--- src/design/epm_pkg.sv ---
`timescale 1ns / 1ps

package epm_pkg;

  localparam int COUNT_WIDTH = 24;

  localparam int CMD_W      = 2;
  localparam int TGT_W      = 24;
  localparam int POS_W      = 24;
  localparam int DRV_W      = 9;
  localparam int PWM_W      = 8;
  localparam int GAIN_W     = 16;
  localparam int BYTE_W     = 8;
  localparam int CFG_IDX_W  = 2;
  localparam int CFG_DATA_W = 16;

  localparam int GAIN_SHIFT = 8;
  localparam int KP_PROD_W  = COUNT_WIDTH + GAIN_W + 1;
  localparam int KD_PROD_W  = COUNT_WIDTH + GAIN_W + 2;
  localparam int SUM_W      = COUNT_WIDTH + GAIN_W + 3;
  localparam int QUO_W      = SUM_W - GAIN_SHIFT;
  localparam int CLAMP_W    = 10;
  localparam int ROUND_ADD  = (1 << GAIN_SHIFT) - 1;

  localparam int SPEED_LIMIT = 200;
  localparam int DRIVE_LOW   = -200;
  localparam int DRIVE_HIGH  = 170;

  localparam logic [GAIN_W-1:0] KP_RESET          = GAIN_W'(77);
  localparam logic [GAIN_W-1:0] KD_RESET          = GAIN_W'(256);
  localparam logic [BYTE_W-1:0] FLOOR_SPEED_RESET = BYTE_W'(50);
  localparam logic [BYTE_W-1:0] STOP_BAND_RESET   = BYTE_W'(2);

  typedef enum logic [CMD_W-1:0] {
    CMD_EDGE  = 2'd0,
    CMD_TICK  = 2'd1,
    CMD_START = 2'd2
  } cmd_e;

  typedef enum logic [CFG_IDX_W-1:0] {
    CFG_KP          = 2'd0,
    CFG_KD          = 2'd1,
    CFG_FLOOR_SPEED = 2'd2,
    CFG_STOP_BAND   = 2'd3
  } cfg_idx_e;

  typedef enum logic [1:0] {
    OP_HOLD    = 2'd0,
    OP_ZERO    = 2'd1,
    OP_COMPUTE = 2'd2
  } drive_op_e;

  typedef struct packed {
    logic [GAIN_W-1:0] kp;
    logic [GAIN_W-1:0] kd;
    logic [BYTE_W-1:0] floor_speed;
    logic [BYTE_W-1:0] stop_band;
  } cfg_t;

  typedef struct packed {
    drive_op_e                      op;
    logic signed [COUNT_WIDTH-1:0]  err;
    logic signed [COUNT_WIDTH:0]    derr;
    logic signed [POS_W-1:0]        position;
    logic                           done;
  } track_t;

  typedef struct packed {
    drive_op_e                    op;
    logic signed [KP_PROD_W-1:0]  kp_prod;
    logic signed [KD_PROD_W-1:0]  kd_prod;
    logic signed [POS_W-1:0]      position;
    logic                         done;
  } prod_t;

endpackage

--- src/design/epm_ifs.sv ---
`timescale 1ns / 1ps

interface epm_in_if;
  logic                                 valid;
  logic                                 ready;
  logic [epm_pkg::CMD_W-1:0]            cmd;
  logic                                 enc_a;
  logic                                 enc_b;
  logic signed [epm_pkg::TGT_W-1:0]     target_counts;

  modport source (output valid, cmd, enc_a, enc_b, target_counts, input ready);
  modport sink (input valid, cmd, enc_a, enc_b, target_counts, output ready);
endinterface

interface epm_out_if;
  logic                                 valid;
  logic                                 ready;
  logic signed [epm_pkg::DRV_W-1:0]     drive;
  logic [epm_pkg::PWM_W-1:0]            pwm_duty;
  logic                                 dir_fwd;
  logic                                 dir_rev;
  logic                                 done_res;
  logic signed [epm_pkg::POS_W-1:0]     position;

  modport source (output valid, drive, pwm_duty, dir_fwd, dir_rev, done_res, position,
                  input ready);
  modport sink (input valid, drive, pwm_duty, dir_fwd, dir_rev, done_res, position,
                output ready);
endinterface

--- src/design/epm_track.sv ---
`timescale 1ns / 1ps

module epm_track (
  input  logic                                clk_i,
  input  logic                                rst_ni,
  input  logic                                accept_i,
  input  logic                                load_i,
  input  logic [epm_pkg::BYTE_W-1:0]          stop_band_i,
  input  logic [epm_pkg::CMD_W-1:0]           cmd_i,
  input  logic                                enc_a_i,
  input  logic                                enc_b_i,
  input  logic signed [epm_pkg::TGT_W-1:0]    target_counts_i,
  output logic                                valid_o,
  output epm_pkg::track_t                     track_o
);
  import epm_pkg::*;

  localparam logic signed [COUNT_WIDTH-1:0] ERR_MAX = {1'b0, {(COUNT_WIDTH-1){1'b1}}};
  localparam logic signed [COUNT_WIDTH-1:0] ERR_MIN = {1'b1, {(COUNT_WIDTH-1){1'b0}}};

  logic signed [COUNT_WIDTH-1:0] count_q, count_d;
  logic signed [COUNT_WIDTH-1:0] target_q, target_d;
  logic signed [COUNT_WIDTH-1:0] last_q, last_d;
  logic                          active_q, active_d;
  logic                          done_q, done_d;
  logic                          valid_q;
  track_t                        track_q, track_d;

  logic signed [COUNT_WIDTH:0]   diff;
  logic signed [COUNT_WIDTH-1:0] err;
  logic [COUNT_WIDTH-1:0]        err_mag;
  logic                          in_band;

  always_comb begin
    diff = {target_q[COUNT_WIDTH-1], target_q} - {count_q[COUNT_WIDTH-1], count_q};
    if (diff[COUNT_WIDTH] != diff[COUNT_WIDTH-1]) begin
      err = diff[COUNT_WIDTH] ? ERR_MIN : ERR_MAX;
    end else begin
      err = diff[COUNT_WIDTH-1:0];
    end
    err_mag = err[COUNT_WIDTH-1] ? (~err + COUNT_WIDTH'(1)) : err;
    in_band = err_mag < COUNT_WIDTH'(stop_band_i);
  end

  always_comb begin
    count_d  = count_q;
    target_d = target_q;
    last_d   = last_q;
    active_d = active_q;
    done_d   = done_q;
    track_d.op   = OP_HOLD;
    track_d.err  = err;
    track_d.derr = {err[COUNT_WIDTH-1], err} - {last_q[COUNT_WIDTH-1], last_q};
    unique case (cmd_e'(cmd_i))
      CMD_EDGE: begin
        if (enc_a_i == enc_b_i) begin
          count_d = count_q + COUNT_WIDTH'(1);
        end else begin
          count_d = count_q - COUNT_WIDTH'(1);
        end
      end
      CMD_TICK: begin
        if (active_q) begin
          last_d = err;
          if (in_band) begin
            done_d     = 1'b1;
            active_d   = 1'b0;
            track_d.op = OP_ZERO;
          end else begin
            track_d.op = OP_COMPUTE;
          end
        end
      end
      CMD_START: begin
        target_d   = COUNT_WIDTH'(target_counts_i);
        count_d    = '0;
        last_d     = '0;
        done_d     = 1'b0;
        active_d   = 1'b1;
        track_d.op = OP_ZERO;
      end
      default: begin
      end
    endcase
    track_d.position = POS_W'(count_d);
    track_d.done     = done_d;
  end

  always_ff @(posedge clk_i or negedge rst_ni) begin
    if (!rst_ni) begin
      count_q  <= '0;
      target_q <= '0;
      last_q   <= '0;
      active_q <= 1'b0;
      done_q   <= 1'b0;
      valid_q  <= 1'b0;
    end else begin
      if (accept_i) begin
        count_q  <= count_d;
        target_q <= target_d;
        last_q   <= last_d;
        active_q <= active_d;
        done_q   <= done_d;
      end
      if (load_i) begin
        valid_q <= accept_i;
      end
    end
  end

  always_ff @(posedge clk_i) begin
    if (load_i) begin
      track_q <= track_d;
    end
  end

  assign valid_o = valid_q;
  assign track_o = track_q;

endmodule

--- src/design/epm_mult.sv ---
`timescale 1ns / 1ps

module epm_mult (
  input  logic             clk_i,
  input  logic             rst_ni,
  input  logic             load_i,
  input  epm_pkg::cfg_t    cfg_i,
  input  logic             valid_i,
  input  epm_pkg::track_t  track_i,
  output logic             valid_o,
  output epm_pkg::prod_t   prod_o
);
  import epm_pkg::*;

  logic  valid_q;
  prod_t prod_q, prod_d;

  always_comb begin
    prod_d.op       = track_i.op;
    prod_d.kp_prod  = $signed({1'b0, cfg_i.kp}) * track_i.err;
    prod_d.kd_prod  = $signed({1'b0, cfg_i.kd}) * track_i.derr;
    prod_d.position = track_i.position;
    prod_d.done     = track_i.done;
  end

  always_ff @(posedge clk_i or negedge rst_ni) begin
    if (!rst_ni) begin
      valid_q <= 1'b0;
    end else if (load_i) begin
      valid_q <= valid_i;
    end
  end

  always_ff @(posedge clk_i) begin
    if (load_i) begin
      prod_q <= prod_d;
    end
  end

  assign valid_o = valid_q;
  assign prod_o  = prod_q;

endmodule

--- src/design/epm_shape.sv ---
`timescale 1ns / 1ps

module epm_shape (
  input  logic                              clk_i,
  input  logic                              rst_ni,
  input  logic                              load_i,
  input  logic [epm_pkg::BYTE_W-1:0]        floor_speed_i,
  input  logic                              valid_i,
  input  epm_pkg::prod_t                    prod_i,
  output logic                              valid_o,
  output logic signed [epm_pkg::DRV_W-1:0]  drive_o,
  output logic [epm_pkg::PWM_W-1:0]         pwm_duty_o,
  output logic                              dir_fwd_o,
  output logic                              dir_rev_o,
  output logic                              done_res_o,
  output logic signed [epm_pkg::POS_W-1:0]  position_o
);
  import epm_pkg::*;

  logic                      valid_q;
  logic signed [DRV_W-1:0]   drive_q, drive_d;
  logic [PWM_W-1:0]          pwm_q, pwm_d;
  logic                      fwd_q, rev_q;
  logic                      done_q;
  logic signed [POS_W-1:0]   pos_q;

  logic signed [SUM_W-1:0]   sum;
  logic signed [SUM_W-1:0]   rnd;
  logic signed [QUO_W-1:0]   quo;
  logic signed [CLAMP_W-1:0] spd;
  logic signed [CLAMP_W-1:0] ms;

  always_comb begin
    sum = SUM_W'(prod_i.kp_prod) + SUM_W'(prod_i.kd_prod);
    rnd = sum + (sum[SUM_W-1] ? SUM_W'(ROUND_ADD) : SUM_W'(0));
    quo = rnd[SUM_W-1:GAIN_SHIFT];
    ms  = {2'b00, floor_speed_i};

    if (quo > SPEED_LIMIT) begin
      spd = CLAMP_W'(SPEED_LIMIT);
    end else if (quo < -SPEED_LIMIT) begin
      spd = CLAMP_W'(-SPEED_LIMIT);
    end else begin
      spd = quo[CLAMP_W-1:0];
    end

    if (spd > 0 && spd < ms) begin
      spd = ms;
    end else if (spd < 0 && spd > -ms) begin
      spd = -ms;
    end

    if (spd > DRIVE_HIGH) begin
      spd = CLAMP_W'(DRIVE_HIGH);
    end else if (spd < DRIVE_LOW) begin
      spd = CLAMP_W'(DRIVE_LOW);
    end

    unique case (prod_i.op)
      OP_ZERO:    drive_d = '0;
      OP_COMPUTE: drive_d = spd[DRV_W-1:0];
      default:    drive_d = drive_q;
    endcase
    pwm_d = drive_d[DRV_W-1] ? PWM_W'(-drive_d) : PWM_W'(drive_d);
  end

  always_ff @(posedge clk_i or negedge rst_ni) begin
    if (!rst_ni) begin
      valid_q <= 1'b0;
      drive_q <= '0;
    end else if (load_i) begin
      valid_q <= valid_i;
      if (valid_i) begin
        drive_q <= drive_d;
      end
    end
  end

  always_ff @(posedge clk_i) begin
    if (load_i && valid_i) begin
      pwm_q  <= pwm_d;
      fwd_q  <= !drive_d[DRV_W-1] && (drive_d != '0);
      rev_q  <= drive_d[DRV_W-1];
      done_q <= prod_i.done;
      pos_q  <= prod_i.position;
    end
  end

  assign valid_o    = valid_q;
  assign drive_o    = drive_q;
  assign pwm_duty_o = pwm_q;
  assign dir_fwd_o  = fwd_q;
  assign dir_rev_o  = rev_q;
  assign done_res_o = done_q;
  assign position_o = pos_q;

endmodule

--- src/design/encoder_pd_position_move_core.sv ---
`timescale 1ns / 1ps

// PD position controller with a quadrature position count.
// Items arrive on in_ch: an encoder edge steps the count up or down, a control
// tick runs one PD step towards the target, and a start loads a new target and
// clears the count, the previous error and the done flag.
// Every item produces exactly one result item on out_ch, carrying the held
// motor drive, its PWM duty and direction pins, the done flag and the count.
// The block takes one item per clock while out_ch takes its results; the count
// and error update in the first stage, the two gain multiplications sit in the
// second, and the drive shaping feeds the output register in the third.
// When out_ch stalls, the pipeline fills its empty stages and then drops
// in_ch.ready until the waiting result is taken; no item is lost.
// Gains, minimum speed and stop band are written through the cfg port while
// the block is idle. Reset restores the default configuration and clears the
// count, target, drive and internal flags; the block is ready straight after.

module encoder_pd_position_move_core (
  input  logic                               clk_i,
  input  logic                               rst_ni,
  epm_in_if.sink                             in_ch,
  epm_out_if.source                          out_ch,
  input  logic                               cfg_we_i,
  input  logic [epm_pkg::CFG_IDX_W-1:0]      cfg_idx_i,
  input  logic [epm_pkg::CFG_DATA_W-1:0]     cfg_data_i
);
  import epm_pkg::*;

  cfg_t   cfg_q;
  logic   v1, v2;
  track_t track;
  prod_t  prod;
  logic   out_free, s2_free, s1_free, accept;

  always_ff @(posedge clk_i or negedge rst_ni) begin
    if (!rst_ni) begin
      cfg_q.kp          <= KP_RESET;
      cfg_q.kd          <= KD_RESET;
      cfg_q.floor_speed <= FLOOR_SPEED_RESET;
      cfg_q.stop_band   <= STOP_BAND_RESET;
    end else if (cfg_we_i) begin
      unique case (cfg_idx_e'(cfg_idx_i))
        CFG_KP:          cfg_q.kp          <= cfg_data_i[GAIN_W-1:0];
        CFG_KD:          cfg_q.kd          <= cfg_data_i[GAIN_W-1:0];
        CFG_FLOOR_SPEED: cfg_q.floor_speed <= cfg_data_i[BYTE_W-1:0];
        CFG_STOP_BAND:   cfg_q.stop_band   <= cfg_data_i[BYTE_W-1:0];
        default: begin
        end
      endcase
    end
  end

  assign out_free    = !out_ch.valid || out_ch.ready;
  assign s2_free     = !v2 || out_free;
  assign s1_free     = !v1 || s2_free;
  assign in_ch.ready = s1_free;
  assign accept      = in_ch.valid && s1_free;

  epm_track u_track (
    .clk_i           (clk_i),
    .rst_ni          (rst_ni),
    .accept_i        (accept),
    .load_i          (s1_free),
    .stop_band_i     (cfg_q.stop_band),
    .cmd_i           (in_ch.cmd),
    .enc_a_i         (in_ch.enc_a),
    .enc_b_i         (in_ch.enc_b),
    .target_counts_i (in_ch.target_counts),
    .valid_o         (v1),
    .track_o         (track)
  );

  epm_mult u_mult (
    .clk_i   (clk_i),
    .rst_ni  (rst_ni),
    .load_i  (s2_free),
    .cfg_i   (cfg_q),
    .valid_i (v1),
    .track_i (track),
    .valid_o (v2),
    .prod_o  (prod)
  );

  epm_shape u_shape (
    .clk_i         (clk_i),
    .rst_ni        (rst_ni),
    .load_i        (out_free),
    .floor_speed_i (cfg_q.floor_speed),
    .valid_i       (v2),
    .prod_i        (prod),
    .valid_o       (out_ch.valid),
    .drive_o       (out_ch.drive),
    .pwm_duty_o    (out_ch.pwm_duty),
    .dir_fwd_o     (out_ch.dir_fwd),
    .dir_rev_o     (out_ch.dir_rev),
    .done_res_o    (out_ch.done_res),
    .position_o    (out_ch.position)
  );

  a_free_out_frees_in : assert property (@(posedge clk_i) disable iff (!rst_ni)
    out_free |-> in_ch.ready)
    else $error("input stalled while the output side is free");

  a_drive_range : assert property (@(posedge clk_i) disable iff (!rst_ni)
    out_ch.valid |-> (out_ch.drive >= DRIVE_LOW) && (out_ch.drive <= DRIVE_HIGH))
    else $error("drive outside its permitted range");

  a_dir_exclusive : assert property (@(posedge clk_i) disable iff (!rst_ni)
    out_ch.valid |-> !(out_ch.dir_fwd && out_ch.dir_rev))
    else $error("both direction pins raised");

  a_idle_duty : assert property (@(posedge clk_i) disable iff (!rst_ni)
    (out_ch.valid && !out_ch.dir_fwd && !out_ch.dir_rev) |-> (out_ch.pwm_duty == '0))
    else $error("nonzero duty with no direction");

endmodule
--- src/flat_wrapper.sv ---
// flat-port wrapper written by rule: the top's interface ports become plain ports
module encoder_pd_position_move_core_flat import epm_pkg::*;
  (clk_i, rst_ni, cfg_we_i, cfg_idx_i, cfg_data_i, in_ch_valid, in_ch_cmd, in_ch_enc_a, in_ch_enc_b, in_ch_target_counts, in_ch_ready, out_ch_valid, out_ch_drive, out_ch_pwm_duty, out_ch_dir_fwd, out_ch_dir_rev, out_ch_done_res, out_ch_position, out_ch_ready);
  epm_in_if in_ch_i ();
  epm_out_if out_ch_i ();
  input  logic clk_i;
  input  logic rst_ni;
  input  logic cfg_we_i;
  input  logic [epm_pkg::CFG_IDX_W-1:0] cfg_idx_i;
  input  logic [epm_pkg::CFG_DATA_W-1:0] cfg_data_i;
  input wire logic [$bits(in_ch_i.valid)-1:0] in_ch_valid;
  input wire logic [$bits(in_ch_i.cmd)-1:0] in_ch_cmd;
  input wire logic [$bits(in_ch_i.enc_a)-1:0] in_ch_enc_a;
  input wire logic [$bits(in_ch_i.enc_b)-1:0] in_ch_enc_b;
  input wire logic [$bits(in_ch_i.target_counts)-1:0] in_ch_target_counts;
  output wire logic [$bits(in_ch_i.ready)-1:0] in_ch_ready;
  output wire logic [$bits(out_ch_i.valid)-1:0] out_ch_valid;
  output wire logic [$bits(out_ch_i.drive)-1:0] out_ch_drive;
  output wire logic [$bits(out_ch_i.pwm_duty)-1:0] out_ch_pwm_duty;
  output wire logic [$bits(out_ch_i.dir_fwd)-1:0] out_ch_dir_fwd;
  output wire logic [$bits(out_ch_i.dir_rev)-1:0] out_ch_dir_rev;
  output wire logic [$bits(out_ch_i.done_res)-1:0] out_ch_done_res;
  output wire logic [$bits(out_ch_i.position)-1:0] out_ch_position;
  input wire logic [$bits(out_ch_i.ready)-1:0] out_ch_ready;
  assign in_ch_i.valid = in_ch_valid;
  assign in_ch_i.cmd = in_ch_cmd;
  assign in_ch_i.enc_a = in_ch_enc_a;
  assign in_ch_i.enc_b = in_ch_enc_b;
  assign in_ch_i.target_counts = in_ch_target_counts;
  assign in_ch_ready = in_ch_i.ready;
  assign out_ch_valid = out_ch_i.valid;
  assign out_ch_drive = out_ch_i.drive;
  assign out_ch_pwm_duty = out_ch_i.pwm_duty;
  assign out_ch_dir_fwd = out_ch_i.dir_fwd;
  assign out_ch_dir_rev = out_ch_i.dir_rev;
  assign out_ch_done_res = out_ch_i.done_res;
  assign out_ch_position = out_ch_i.position;
  assign out_ch_i.ready = out_ch_ready;
  encoder_pd_position_move_core u_core (.clk_i(clk_i), .rst_ni(rst_ni), .in_ch(in_ch_i), .out_ch(out_ch_i), .cfg_we_i(cfg_we_i), .cfg_idx_i(cfg_idx_i), .cfg_data_i(cfg_data_i));
endmodule
--- config.mk ---
export PLATFORM = sky130hd
export DESIGN_NAME = encoder_pd_position_move_core_flat
export DESIGN_NICKNAME = d
export VERILOG_FILES = /design/src/design/epm_pkg.sv /design/src/design/epm_ifs.sv /design/src/design/epm_track.sv /design/src/design/epm_mult.sv /design/src/design/epm_shape.sv /design/src/design/encoder_pd_position_move_core.sv /design/src/flat_wrapper.sv
export SDC_FILE = /design/constraint.sdc
export NUM_CORES = 2
export LEC_CHECK = 0
export ABC_AREA = 1
export BUFFER_PORTS_ARGS = -buffer_cell sky130_fd_sc_hd__buf_2
export CAP_MARGIN = 10
export CORE_MARGIN = 4
export CORE_UTILIZATION = 50
export DETAILED_ROUTE_END_ITERATION = 8
export PLACE_DENSITY = 0.67
export SYNTH_ARGS = -nofsm -noshare
export SYNTH_HDL_FRONTEND = slang
export SYNTH_SLANG_ARGS = --single-unit
--- constraint.sdc ---
create_clock -name clk_i -period 12.72 [get_ports clk_i]
set_input_delay 0 -clock clk_i [delete_from_list [all_inputs] [get_ports clk_i]]
set_output_delay 0 -clock clk_i [all_outputs]
set_load 0.03 [all_outputs]
==> flow_summary_export.csv <==
group,metric,value,unit
run_status,status,"completed",
finish,ff_latch_area,10000,sq um
cts,post_cts_buffers,0,
timing,period_minus_slack,8890,ps
finish,syn2layout_area_growth,6.809,%
cts,htree_levels,2,
die,start_util,50.44,%
timing,rsz0062_at_grt,"no",
timing,skew,53.80,ps
placement,io_buffers,96,
timing,finalMaxSlewViolations,0,
finish,fin_cells,7598,
routing,drtIter0Drc,3101,
placement,dp_hpwl,112700,um
die,io_pins,97,
critical_path,cpPeakStageDelay,570,ps
die,fp.dieW,325.9,um
routing,drt-wirelength-per-cell,18.35,um
routing,dr.pass1.iters,6,
placement,place_inst,7481,
critical_path,critPathLaunchType,"flop",
timing,setup_viol,0,
finish,multi_input_area,33590,sq um
placement,gp_congestion,0.9571,
critical_path,crit_buf_inv,7,
finish,n_fill_cell,9320,
timing,fin_tns_setup,0,ps
routing,via_per_inst,5.235,
cts,root_buffer,"clkbuf_16",
cts,cts_tree,"yes",
cts,cts_resized,0,
grt,antenna_found_initial,2,
logic_synthesis,synth_edf_count,221,
timing,min_period_over_period,69.89,%
die,core-area,100100,sq um
critical_path,cp_common_cell,"nand2_1",
die,die_h,325.9,um
logic_synthesis,async_flop_share,37.75,%
timing,worstMarginPinSlew,1316,ps
cts,cts.sinks,355,
grt,grt_overflow,0,
die,row_count,116,
routing,drt_wl_total,139400,um
grt,grt_max_degree,71,
logic_synthesis,synth.distinct_cells,52,
critical_path,required,13040,ps
die,die_area,106200,sq um
critical_path,crit_family,"simple AND/OR/NAND/NOR gates",
logic_synthesis,synth_cells,6272,
critical_path,crit_fanout,19,
run,drv_cap,0,
finish,drive_gt1_share,5.159,%
finish,fin_nets,7442,
logic_synthesis,netlist_area,50510,sq um
timing,relSlewSlack,12.24,%
critical_path,cp-end-kind,"flop",
logic_synthesis,synthFlopType,"edfxtp_1",
logic_synthesis,ys_warn_count,0,
routing,postRouteAntennaNets,0,
grt,grt.total_usage,26.70,%
logic_synthesis,syn_avg_cell_area,8.054,sq um
critical_path,worstPathArrival,9210,ps
timing,finalHoldViolations,0,
cts,clk_pin_slew,60,ps
cts,clock_latency,580,ps
logic_synthesis,seq_area_frac_synth,19.80,%
logic_synthesis,ys_ff_latch,355,
logic_synthesis,synth_nets,7445,
cts,cts_buffers,41,
critical_path,critPathSlowestCell,"edfxtp_1",
finish,insertedDiodeCount,0,
routing,via_count,39770,
critical_path,crit_type,"flop to flop",
grt,grt_pass1_vias,40520,
routing,drc,0,
min_path,min_path_type,"primary input to asynchronous set/reset pin",
cts,cts_buffer_depth,3,
timing,max_freq,112.5,MHz
grt,grt_pass1_wl,224100,um
==> state kept, by name, summed over array words and instances, names as in the netlist <==
name	cells
u_core.cfg_q	48
u_core.u_mult.prod_o	110
u_core.u_mult.valid_o	1
u_core.u_shape.dir_fwd_o	1
u_core.u_shape.dir_rev_o	1
u_core.u_shape.done_res_o	1
u_core.u_shape.drive_o	9
u_core.u_shape.position_o	24
u_core.u_shape.pwm_duty_o	8
u_core.u_shape.valid_o	1
u_core.u_track.active_q	1
u_core.u_track.count_q	24
u_core.u_track.done_q	1
u_core.u_track.last_q	24
u_core.u_track.target_q	24
u_core.u_track.track_o	76
u_core.u_track.valid_o	1
==> stage by stage <==
stage	hold slack, ps	cell area [sq um]	util, %	setup slack [ps]
finish	3.528	53950	53.88	3830
global route	57.24	53950	53.88	2840
global placement	75.73	52110	52.03	4086
floorplan	-295.6	50510	-	5366
CTS	20.10	53950	53.88	4042
detailed placement	80.06	52110	52.03	4098
==> repair_timing <==
item	CTS	global route
setup endpoints to repair	0	0
hold buffers	43	0
endpoints found under the hold margin	139	0
==> cells by family (layout without fill, tap and decap cells) <==
group	count (synthesis)	in the layout	share of synthesized area, %
flip-flops	355	355	19.80
buffers and inverters	1845	1873	13.72
XOR/XNOR	169	169	3.027
adder cells (fa/ha/maj)	1122	1122	39.26
AND/OR/NAND/NOR	2261	2261	18.22
AO/OA/AOI/OAI	497	497	5.452
multiplexers	23	23	0.5127
==> final timing paths <==
check / start / end / cells after the start / slack [ps]
min in group clk_i: in_ch_cmd[0] / u_core.u_track.done_q / 6 / 50
min: rst_ni / u_core.u_track.count_q[4] / 2 / 4
max: u_core.u_mult.prod_o[66] / u_core.u_shape.pwm_duty_o[4] / 55 / 3830
min reg2reg: u_core.u_track.track_o[5] / u_core.u_mult.prod_o[5] / 0 / 410
max reg2reg: u_core.u_mult.prod_o[66] / u_core.u_shape.pwm_duty_o[4] / 55 / 3830
max in group asynchronous: rst_ni / u_core.cfg_q[16] / 3 / 11340
==> cells in the final DEF (no fill, tap or decap), types with 95 or more instances in the layout <==
cell      netlist  layout
buf_2           0      95
fa_1          772     772
edfxtp_1      221     221
nor2_1        251     251
xor2_1        112     112
o21ai_0       171     171
nand2_1      1663    1662
inv_1        1603    1601
dfrtp_1       125     125
ha_1          350     350
a21oi_1       203     202
nand3_1       190     190
==> final cells by class <==
class,count,area share (%)
clock buffers,51,2.087
repair buffers,184,2.326
well taps,1298,3.010
multi-input cells,4072,62.26
clock inverters,23,0.5403
flip-flops and latches,355,18.54
inverters,1615,11.24
==> routing by layer <==
metal	track usage, %	vias to the layer above	share of wire, %
li1	-	18630	-
met1	36.59	19530	43
met2	44.58	1353	47
met3	3.499	257	6.5
met4	7.997	0	3.6
met5	0	-	0
==> cell usage after synthesis (3+ instances only) <==
master | n | area share, %
o21ai_1 | 11 | 0.11
o32ai_1 | 6 | 0.10
nand3b_1 | 10 | 0.15
nor2_1 | 251 | 1.9
nand3_2 | 7 | 0.14
or2_2 | 8 | 0.099
dfrtp_1 | 125 | 6.2
nand2_1 | 1663 | 12
o22ai_1 | 33 | 0.41
edfxtp_1 | 221 | 13
dfstp_2 | 9 | 0.47
xnor2_1 | 52 | 0.90
nand2_4 | 6 | 0.13
a31oi_1 | 7 | 0.087
nand3_1 | 190 | 1.9
xor2_1 | 112 | 1.9
nor3_1 | 18 | 0.18
o211ai_1 | 8 | 0.12
clkbuf_1 | 227 | 1.7
a21o_1 | 11 | 0.16
inv_2 | 10 | 0.074
a21boi_0 | 5 | 0.074
nand4_1 | 56 | 0.69
nand2_2 | 19 | 0.24
mux2_2 | 23 | 0.51
nor2_2 | 22 | 0.27
o2111ai_1 | 5 | 0.087
inv_1 | 1603 | 12
a211oi_1 | 8 | 0.12
o31ai_1 | 5 | 0.074
and2_1 | 3 | 0.037
a21oi_1 | 203 | 2.0
fa_1 | 772 | 31
o21bai_1 | 16 | 0.24
ha_1 | 350 | 8.7
xor2_2 | 4 | 0.13
o21ai_0 | 171 | 1.7
o21a_1 | 4 | 0.059
Power is left out: the tool's default activity adds up to more than one toggle a clock period on the data nets, which glitch-free logic cannot reach.
